[config.mk]
export PLATFORM = sky130hd
export DESIGN_NAME = disparity_wta_subpixel_select_unit
export DESIGN_NICKNAME = d
export VERILOG_FILES = /design/src/hw/rtl/dwss_pkg.sv /design/src/hw/rtl/dwss_track.sv /design/src/hw/rtl/dwss_refine.sv /design/src/hw/rtl/disparity_wta_subpixel_select_unit.sv
export SDC_FILE = /design/constraint.sdc
export NUM_CORES = 1
export LEC_CHECK = 0
export BUFFER_PORTS_ARGS = -buffer_cell sky130_fd_sc_hd__buf_2
export CAP_MARGIN = 20
export CORE_MARGIN = 2
export CORE_UTILIZATION = 60
export DETAILED_ROUTE_END_ITERATION = 10
export PLACE_DENSITY_LB_ADDON = 0.08
export SYNTH_ARGS = -nofsm -noshare
export SYNTH_HDL_FRONTEND = slang
export SYNTH_SLANG_ARGS = --single-unit
[constraint.sdc]
create_clock -name clock -period 18.9 [get_ports clock]
set_input_delay 2.835 -clock clock [delete_from_list [all_inputs] [get_ports clock]]
set_output_delay 2.835 -clock clock [all_outputs]
set_load 0.01 [all_outputs]
[src/hw/rtl/dwss_pkg.sv]
package dwss_pkg;

   localparam int COST_W        = 8;
   localparam int CFG_W         = 9;
   localparam int DISP_W        = 14;
   localparam int CSR_IDX_W     = 2;
   localparam int MAX_RANGE_DEF = 256;
   localparam int FRAC_BITS_DEF = 4;
   localparam int RATIO_ONE     = 256;
   localparam int RATIO_SH      = 8;

   localparam logic [COST_W-1:0] COST_MAX = 8'd255;

   typedef enum logic [CSR_IDX_W-1:0] {
      CSR_MIN_DISP,
      CSR_DISP_COUNT,
      CSR_CHECK_UNIQUE,
      CSR_UNIQ_RATIO
   } csr_index_type;

   // Pixel summary handed from the tracker to the refinement unit
   typedef struct packed {
      logic              bad;
      logic [COST_W-1:0] run_min;
      logic [COST_W-1:0] second_min;
      logic [COST_W-1:0] below;
      logic [COST_W-1:0] above;
   } pix_sum_type;

endpackage

[src/hw/rtl/dwss_track.sv]
module dwss_track
   import dwss_pkg::*;
#(
   parameter int MAX_RANGE = MAX_RANGE_DEF,
   localparam int POS_W = $clog2(MAX_RANGE)
) (
   input  logic              clock,
   input  logic              reset,
   input  logic              accept,
   input  logic [COST_W-1:0] cost,
   input  logic [CFG_W-1:0]  disp_count,
   output logic              last,
   output logic              load,
   output pix_sum_type       sum,
   output logic [POS_W-1:0]  best_index
);

   localparam int CNT_W = $clog2(MAX_RANGE + 1);
   localparam int CW    = (CNT_W > CFG_W) ? CNT_W : CFG_W;

   logic [POS_W-1:0]  pos_ff, pos_in;
   logic [POS_W-1:0]  best_ff, best_in;
   logic [COST_W-1:0] min_ff, min_in;
   logic [COST_W-1:0] second_ff, second_in;
   logic [COST_W-1:0] prev_ff, prev_in;
   logic [COST_W-1:0] below_ff, below_in;
   logic [COST_W-1:0] above_ff, above_in;
   logic              found_ff, found_in;
   logic [CW-1:0]     count_eff;
   logic              above_hit;

   always_comb begin
      if (disp_count == '0) begin
         count_eff = CW'(1);
      end else if (CW'(disp_count) > CW'(MAX_RANGE)) begin
         count_eff = CW'(MAX_RANGE);
      end else begin
         count_eff = CW'(disp_count);
      end
      last = (CW'(pos_ff) + CW'(1)) >= count_eff;
      pos_in = last ? '0 : pos_ff + POS_W'(1);

      above_hit = found_ff &&
                  ((POS_W+1)'(pos_ff) == (POS_W+1)'(best_ff) + (POS_W+1)'(1));
      above_in  = above_hit ? cost : above_ff;
      min_in    = min_ff;
      second_in = second_ff;
      best_in   = best_ff;
      found_in  = found_ff;
      below_in  = below_ff;
      prev_in   = cost;
      if (cost < min_ff) begin
         second_in = (min_ff < second_ff) ? min_ff : second_ff;
         min_in    = cost;
         best_in   = pos_ff;
         found_in  = 1'b1;
         below_in  = (pos_ff != '0) ? prev_ff : '0;
      end else if (cost < second_ff) begin
         second_in = cost;
      end

      load           = accept && last;
      sum.bad        = !found_in || (best_in == '0) ||
                       ((CW'(best_in) + CW'(1)) >= count_eff);
      sum.run_min    = min_in;
      sum.second_min = second_in;
      sum.below      = below_in;
      sum.above      = above_in;
      best_index     = best_in;
   end

   always_ff @(posedge clock) begin
      if (reset || load) begin
         pos_ff    <= '0;
         best_ff   <= '0;
         min_ff    <= COST_MAX;
         second_ff <= COST_MAX;
         prev_ff   <= '0;
         below_ff  <= '0;
         above_ff  <= '0;
         found_ff  <= 1'b0;
      end else if (accept) begin
         pos_ff    <= pos_in;
         best_ff   <= best_in;
         min_ff    <= min_in;
         second_ff <= second_in;
         prev_ff   <= prev_in;
         below_ff  <= below_in;
         above_ff  <= above_in;
         found_ff  <= found_in;
      end
   end

endmodule

[src/hw/rtl/dwss_refine.sv]
module dwss_refine
   import dwss_pkg::*;
#(
   parameter int MAX_RANGE = MAX_RANGE_DEF,
   parameter int FRAC_BITS = FRAC_BITS_DEF,
   localparam int POS_W = $clog2(MAX_RANGE)
) (
   input  logic              clock,
   input  logic              reset,
   input  logic              load,
   input  pix_sum_type       sum,
   input  logic [POS_W-1:0]  best_index,
   input  logic [CFG_W-1:0]  disp_base,
   input  logic              check_unique,
   input  logic [CFG_W-1:0]  ratio_q8,
   output logic              busy,
   output logic              out_valid,
   input  logic              out_ready,
   output logic [DISP_W-1:0] out_disparity,
   output logic              out_valid_res
);

   localparam int NUM_W  = COST_W + FRAC_BITS + 1;
   localparam int DEN_W  = COST_W + 1;
   localparam int DIV_W  = COST_W + 2;
   localparam int PROD_W = COST_W + CFG_W;
   localparam int STEP_W = $clog2(NUM_W);
   localparam int DA_W   = ((POS_W + 1) > CFG_W) ? (POS_W + 1) : CFG_W;
   localparam int D_W    = DA_W + 1;
   localparam int TA_W   = ((D_W + FRAC_BITS) > NUM_W) ? (D_W + FRAC_BITS) : NUM_W;
   localparam int TB_W   = (TA_W > DISP_W) ? TA_W : DISP_W;
   localparam int T_W    = TB_W + 2;
   localparam logic signed [T_W-1:0] SAT_HI = T_W'(2 ** (DISP_W - 1) - 1);
   localparam logic signed [T_W-1:0] SAT_LO = T_W'(-(2 ** (DISP_W - 1)));

   typedef enum logic [1:0] {ST_IDLE, ST_RUN, ST_DONE} state_type;

   state_type         state_ff;
   logic [STEP_W-1:0] step_ff;
   logic [NUM_W-1:0]  quo_ff, quo_in;
   logic [DIV_W-1:0]  rem_ff, rem_in;
   logic [DIV_W-1:0]  div_ff;
   logic [PROD_W-1:0] acc_ff, acc_in;
   logic [PROD_W-1:0] mcand_ff;
   logic [CFG_W-1:0]  mplier_ff;
   logic [COST_W-1:0] udiff_ff;
   logic [POS_W-1:0]  best_ff;
   logic              bad_ff;
   logic              neg_ff;
   logic              out_valid_ff;
   logic [DISP_W-1:0] out_disp_ff;
   logic              out_vres_ff;

   logic [COST_W:0]        diff_c;
   logic                   neg_c;
   logic [COST_W-1:0]      mag_c;
   logic signed [DIV_W-1:0] den_raw;
   logic [DEN_W-1:0]       den_c;
   logic [NUM_W-1:0]       numer_c;
   logic [CFG_W-1:0]       ratio_sat;
   logic [CFG_W-1:0]       k_c;
   logic [DIV_W:0]         trial;
   logic [DIV_W:0]         trial_sub;
   logic                   trial_ge;
   logic signed [D_W-1:0]  d_val;
   logic signed [T_W-1:0]  q_ext;
   logic signed [T_W-1:0]  total;
   logic [DISP_W-1:0]      disp_c;
   logic                   uniq_bad;
   logic                   vres_c;

   always_comb begin
      diff_c  = {1'b0, sum.below} - {1'b0, sum.above};
      neg_c   = diff_c[COST_W];
      mag_c   = neg_c ? COST_W'(-diff_c) : diff_c[COST_W-1:0];
      den_raw = $signed({2'b00, sum.below} + {2'b00, sum.above} -
                        {1'b0, sum.run_min, 1'b0});
      den_c   = (den_raw[DIV_W-1] || (den_raw == '0)) ? DEN_W'(1)
                                                       : den_raw[DEN_W-1:0];
      numer_c = NUM_W'({mag_c, {FRAC_BITS{1'b0}}}) + NUM_W'(den_c);
      ratio_sat = (ratio_q8 > CFG_W'(RATIO_ONE)) ? CFG_W'(RATIO_ONE) : ratio_q8;
      k_c       = CFG_W'(RATIO_ONE) - ratio_sat;

      trial     = {rem_ff, quo_ff[NUM_W-1]};
      trial_sub = trial - {1'b0, div_ff};
      trial_ge  = trial >= {1'b0, div_ff};
      rem_in    = trial_ge ? trial_sub[DIV_W-1:0] : trial[DIV_W-1:0];
      quo_in    = {quo_ff[NUM_W-2:0], trial_ge};
      acc_in    = mplier_ff[0] ? acc_ff + mcand_ff : acc_ff;

      d_val = D_W'($signed(disp_base)) + D_W'($signed({1'b0, best_ff}));
      q_ext = T_W'({1'b0, quo_ff});
      total = (T_W'(d_val) <<< FRAC_BITS) + (neg_ff ? -q_ext : q_ext);
      if (total > SAT_HI) begin
         disp_c = SAT_HI[DISP_W-1:0];
      end else if (total < SAT_LO) begin
         disp_c = SAT_LO[DISP_W-1:0];
      end else begin
         disp_c = total[DISP_W-1:0];
      end
      uniq_bad = check_unique &&
                 ({1'b0, udiff_ff} <= acc_ff[PROD_W-1:RATIO_SH]);
      vres_c   = !bad_ff && !uniq_bad;
   end

   always_ff @(posedge clock) begin
      if (reset) begin
         state_ff     <= ST_IDLE;
         step_ff      <= '0;
         out_valid_ff <= 1'b0;
      end else begin
         if (out_valid_ff && out_ready && (state_ff != ST_DONE)) begin
            out_valid_ff <= 1'b0;
         end
         case (state_ff)
            ST_IDLE: begin
               if (load) begin
                  quo_ff    <= numer_c;
                  rem_ff    <= '0;
                  div_ff    <= {den_c, 1'b0};
                  acc_ff    <= '0;
                  mcand_ff  <= PROD_W'(sum.run_min);
                  mplier_ff <= k_c;
                  udiff_ff  <= sum.second_min - sum.run_min;
                  best_ff   <= best_index;
                  bad_ff    <= sum.bad;
                  neg_ff    <= neg_c;
                  step_ff   <= '0;
                  state_ff  <= ST_RUN;
               end
            end
            ST_RUN: begin
               quo_ff    <= quo_in;
               rem_ff    <= rem_in;
               acc_ff    <= acc_in;
               mcand_ff  <= {mcand_ff[PROD_W-2:0], 1'b0};
               mplier_ff <= {1'b0, mplier_ff[CFG_W-1:1]};
               step_ff   <= step_ff + STEP_W'(1);
               if (step_ff == STEP_W'(NUM_W - 1)) begin
                  state_ff <= ST_DONE;
               end
            end
            ST_DONE: begin
               if (!out_valid_ff || out_ready) begin
                  out_valid_ff <= 1'b1;
                  out_disp_ff  <= vres_c ? disp_c : '0;
                  out_vres_ff  <= vres_c;
                  state_ff     <= ST_IDLE;
               end
            end
            default: begin
               state_ff <= ST_IDLE;
            end
         endcase
      end
   end

   assign busy          = (state_ff != ST_IDLE);
   assign out_valid     = out_valid_ff;
   assign out_disparity = out_disp_ff;
   assign out_valid_res = out_vres_ff;

endmodule

[src/hw/rtl/disparity_wta_subpixel_select_unit.sv]
// Winner-take-all disparity select with parabola sub-pixel refinement.
// req_ channel: one aggregated cost word per cycle, in rising disparity
// order, disp_count words per pixel. rsp_ channel: one word per pixel,
// the disparity in signed fixed point with FRAC_BITS fraction bits and a
// valid flag; an invalid word carries disparity 0.
// csr_ port: write the disparity base, disp_count, check_unique and
// uniqueness_ratio_q8 by index while the block is idle.
// Costs are tracked at one word per cycle. After the last cost of a pixel
// is accepted, a bit-serial divider and shift-add multiplier run in the
// RUN state; the DONE state then loads the result word into the output
// register. The last cost of the next pixel waits while the divider is
// busy, earlier costs do not. Reset clears the pixel tracker and the
// result valid flag, returns the divider to idle and restores the
// register defaults. When the receiver stalls, the result word is held
// and costs keep flowing until a further result is ready.
module disparity_wta_subpixel_select_unit
   import dwss_pkg::*;
#(
   parameter int MAX_RANGE = MAX_RANGE_DEF,
   parameter int FRAC_BITS = FRAC_BITS_DEF
) (
   input  logic                 clock,
   input  logic                 reset,
   input  logic                 req_valid,
   output logic                 req_ready,
   input  logic [COST_W-1:0]    req_cost,
   output logic                 rsp_valid,
   input  logic                 rsp_ready,
   output logic [DISP_W-1:0]    rsp_disparity_q4,
   output logic                 rsp_valid_res,
   input  logic                 csr_we,
   input  logic [CSR_IDX_W-1:0] csr_index,
   input  logic [CFG_W-1:0]     csr_wdata
);

   localparam int POS_W = $clog2(MAX_RANGE);

   logic [CFG_W-1:0] min_disp_ff;
   logic [CFG_W-1:0] disp_count_ff;
   logic             check_unique_ff;
   logic [CFG_W-1:0] ratio_ff;

   logic             accept;
   logic             last;
   logic             load;
   logic             busy;
   pix_sum_type      sum;
   logic [POS_W-1:0] best_index;

   always_ff @(posedge clock) begin
      if (reset) begin
         min_disp_ff     <= '0;
         disp_count_ff   <= CFG_W'(64);
         check_unique_ff <= 1'b0;
         ratio_ff        <= CFG_W'(243);
      end else if (csr_we) begin
         case (csr_index_type'(csr_index))
            CSR_MIN_DISP:     min_disp_ff     <= csr_wdata;
            CSR_DISP_COUNT:   disp_count_ff   <= csr_wdata;
            CSR_CHECK_UNIQUE: check_unique_ff <= csr_wdata[0];
            CSR_UNIQ_RATIO:   ratio_ff        <= csr_wdata;
            default: begin
            end
         endcase
      end
   end

   // hold the last word of a pixel while the divider is busy
   assign req_ready = !busy || !last;
   assign accept    = req_valid && req_ready;

   dwss_track #(
      .MAX_RANGE (MAX_RANGE)
   ) u_track (
      .clock      (clock),
      .reset      (reset),
      .accept     (accept),
      .cost       (req_cost),
      .disp_count (disp_count_ff),
      .last       (last),
      .load       (load),
      .sum        (sum),
      .best_index (best_index)
   );

   dwss_refine #(
      .MAX_RANGE (MAX_RANGE),
      .FRAC_BITS (FRAC_BITS)
   ) u_refine (
      .clock         (clock),
      .reset         (reset),
      .load          (load),
      .sum           (sum),
      .best_index    (best_index),
      .disp_base     (min_disp_ff),
      .check_unique  (check_unique_ff),
      .ratio_q8      (ratio_ff),
      .busy          (busy),
      .out_valid     (rsp_valid),
      .out_ready     (rsp_ready),
      .out_disparity (rsp_disparity_q4),
      .out_valid_res (rsp_valid_res)
   );

endmodule

==> key figures <==
Outcome
  • Outcome: finished clean

Global routing
  • GR Util All Layers: 0.258
  • Largest net degree at the start of global routing: 77
  • Antenna violations before repair: 0
  • Grt ovf: 0
  • Vias in the first global route: 9938
  • Global-route wire length before repair: 49600 um

Logic synthesis
  • Register area share after synthesis: 0.375
  • Compound-Gate Fraction of Synth Area: 0.164
  • Syn_area_per_cell: 9.01 um^2
  • Top FF cell, synth: edfxtp_1
  • Post-synth ARST share: 0
  • Post-synth EDFFs: 108
  • Mapped Nets: 1674
  • Post-synthesis mux area share: 0.0273
  • Main combinational cell family by area after synthesis: simple AND/OR/NAND/NOR gates
  • Xor-xnor portion of the synthesized cell area: 0.0715
  • Synth unique cells: 77
  • Adder-Cell Fraction of Synth Area: 0.141
  • Synthesized cell area: 13500 um^2
  • Cells after synthesis: 1503
  • Simple-Gate Fraction of Synth Area: 0.177
  • YS warnings: 0
  • Count of state elements after synthesis: 200

CTS
  • CTS sink cnt: 200
  • Post-CTS Repair Setup Buffers: 0
  • TritonCTS clock tree: yes
  • Hold_buf cts: 0
  • Num CTS Buffers: 17
  • Clock buffer depth: 2
  • # H-tree levels: 4
  • CTS clk-pin slew, worst paths: 70 ps
  • CTS resizes: 0
  • Root Driver: clkbuf_16
  • Worst-Skew Late Latency: 450 ps

Die
  • Core area: 22000 um^2
  • Die Width: 154 um
  • Die Height: 154 um
  • IO Pins: 41
  • Num rows: 54
  • Initial Utilization: 0.615
  • Die ar.: 23800 um^2

Worst setup path
  • Buf/Inv on CP: 4
  • Most used cell, CP: o21ai_0
  • CP max stage delay: 680 ps
  • CP endpoint kind: register
  • CP Class: input port to register
  • Crit-path leading delay family: compound AO/OA/AOI/OAI gates
  • Critical path's slowest cell: a2111oi_0
  • Critical Path RT: 19080 ps
  • Worst Path Max Fanout: 39
  • Critical Path Start Type: input port
  • Arr. time, crit path: 9730 ps

STA
  • Final hold viol count: 0
  • # setup viols final: 0
  • Min Tclk post-route: 9550 ps
  • Part of the cycle the worst path needs: 0.505
  • Slew at the pin closest to its max-slew limit: 861 ps
  • RSZ-0062 raised after global routing: false
  • Relative slew slack: 0.418
  • Worst Clk Skew: 13.1 ps
  • Hold Slack: 453 ps
  • Max Slew Vio Count: 0
  • Fmax: 105 MHz
  • Total Negative Setup Slacks: 0 ps

Routing
  • DR WL/cell: 16.5 um
  • Initial DRC Count: 713
  • Antenna viol nets, final: 0
  • Total Routed Length: 30000 um
  • Vias: 10.5k
  • Drt via density: 5.78
  • Initial DRT Pass Iterations: 5
  • DRC: 0

Finish
  • Area grow syn2layout: 7.89%
  • Register Area: 5080 um^2
  • Share of cells above drive strength 1: 0.0802
  • Layout Nets: 1691
  • # fillers: 1837
  • Multi-input combinational cell area: 7910 um^2

Pwr
  • Worst VDD drop: 0.0000735 V
  • Leakage: 6.25 nW
  • Cell Pwr Density: 91.7 nW/um^2
  • Total Power: 1.34 mW

Place
  • Dpl hpwl: 22300 um
  • Placer Congestion: 0.877
  • Port Buffers: 40

Flow run
  • Max-cap violation count: 0

Hold path
  • Path category of the worst min-delay check: register to register
worst min-delay path, delay by kind of cell (launching register included):
family           cells  cell delay [ps]
AO/OA/AOI/OAI        1               50
flip-flops           1              310
AND/OR/NAND/NOR      1               50
metrics by stage:
stage / setup WS (ps) / area (um^2) / util / std cells
4_1_cts: 9430 / 14600 / 0.663 / 1811
2_1_floorplan: 9640 / 13500 / - / 1503
5_1_grt: 8770 / 14600 / 0.663 / 1813
6_report: 9350 / 14600 / 0.664 / 1814
3_3_place_gp: 9280 / 14000 / 0.635 / 1779
3_5_place_dp: 8970 / 14000 / 0.635 / 1779
cell families after synthesis:
family / after synthesis
buffers and inverters: 153
and+or+nand+nor: 509
xor gates and xnor gates: 108
muxes: 33
adders and majority gates: 147
DFF: 200
AOI/OAI and AO/OA: 353
Yosys cell counts, drive strengths merged, types with 3 or more instances:
cell type,instances,share of area
inv,97,0.027
or4,3,0.0017
nand3b,11,0.0061
and3,22,0.010
edfxtp,108,0.24
o31ai,14,0.0078
nor3b,4,0.0022
o22ai,8,0.0037
a221oi,3,0.0024
nand4,10,0.0057
a41oi,3,0.0019
a21o,25,0.014
o21ai,79,0.029
a31oi,9,0.0042
ha,138,0.13
dfxtp,92,0.14
or3,4,0.0018
nand2,150,0.042
or2,8,0.0037
buf,14,0.0051
nor2b,25,0.012
xor2,33,0.022
o31a,6,0.0039
o211ai,6,0.0033
nor3,24,0.0089
nor4,8,0.0048
and2,11,0.0051
fa,9,0.013
a211o,7,0.0045
a21boi,5,0.0028
nor2,162,0.045
nand2b,28,0.013
o21bai,10,0.0064
mux2i,31,0.026
nand3,34,0.013
a21oi,120,0.044
o41ai,3,0.0025
xnor2,75,0.050
clkbuf,41,0.011
a211oi,24,0.014
o21a,17,0.0094
per-layer routing:
layer,GRT usage,up-vias,routed length (um)
li1,-,5335,-
met1,0.363,4899,14500
met2,0.420,227,13700
met3,0.0434,31,1310
met4,0.0631,0,444
met5,0,-,0
worst paths after layout:
kind / start / endpoint / slack [ps] / cells past startpoint
worst max-delay path: req_cost[1] / u_refine.quo_ff[10] / 9350 / 29
worst min-delay path: u_track.above_ff[0] / u_track.above_ff[0] / 450 / 2
worst max register to register: u_track.best_ff[0] / u_refine.quo_ff[10] / 11300 / 28
worst min register to register: u_track.above_ff[0] / u_track.above_ff[0] / 450 / 2
power by group:
part	switching [mW]	leakage [nW]	total, mW	internal, mW
clock network	0.178	0.300	0.369	0.191
registers	0.0199	1.76	0.516	0.497
logic	0.265	4.19	0.454	0.189
total	0.463	6.25	1.34	0.876
cells in the final DEF, fill, tap and decap left out, types with 25 or more instances in the layout:
| cell | Yosys | layout |
|---|---|---|
| nor2_1 | 162 | 159 |
| nand2_1 | 150 | 148 |
| ha_1 | 138 | 138 |
| a21oi_1 | 120 | 119 |
| edfxtp_1 | 108 | 108 |
| inv_1 | 97 | 97 |
| dfxtp_1 | 92 | 92 |
| o21ai_0 | 74 | 74 |
| xnor2_1 | 73 | 73 |
| buf_2 | 7 | 40 |
| nand3_1 | 34 | 34 |
| xor2_1 | 32 | 32 |
| nand2b_1 | 28 | 28 |
| mux2i_1 | 28 | 28 |
| nor2b_1 | 25 | 25 |
cell type report:
class / instances / area share
Multi-Input combinational cell: 1150 / 0.541
Sequential cell: 200 / 0.348
Clock buffer: 19 / 0.0325
Inverter: 98 / 0.0252
Tap cell: 280 / 0.0240
Timing Repair Buffer: 53 / 0.0206
Clock inverter: 13 / 0.00839
Antenna cell: 1 / 0.000171
sequential cells by signal (all words and copies together), names as in the netlist, 9 cells and up:
register and flops:
u_refine.div_ff 9, u_refine.mcand_ff 17, u_refine.quo_ff 13, u_refine.mplier_ff 9
ratio_ff 9, disp_count_ff 9, u_refine.rem_ff 10, u_refine.acc_ff 17
u_refine.out_disparity 14, min_disp_ff 9
(Power assumes the default switching activity.)
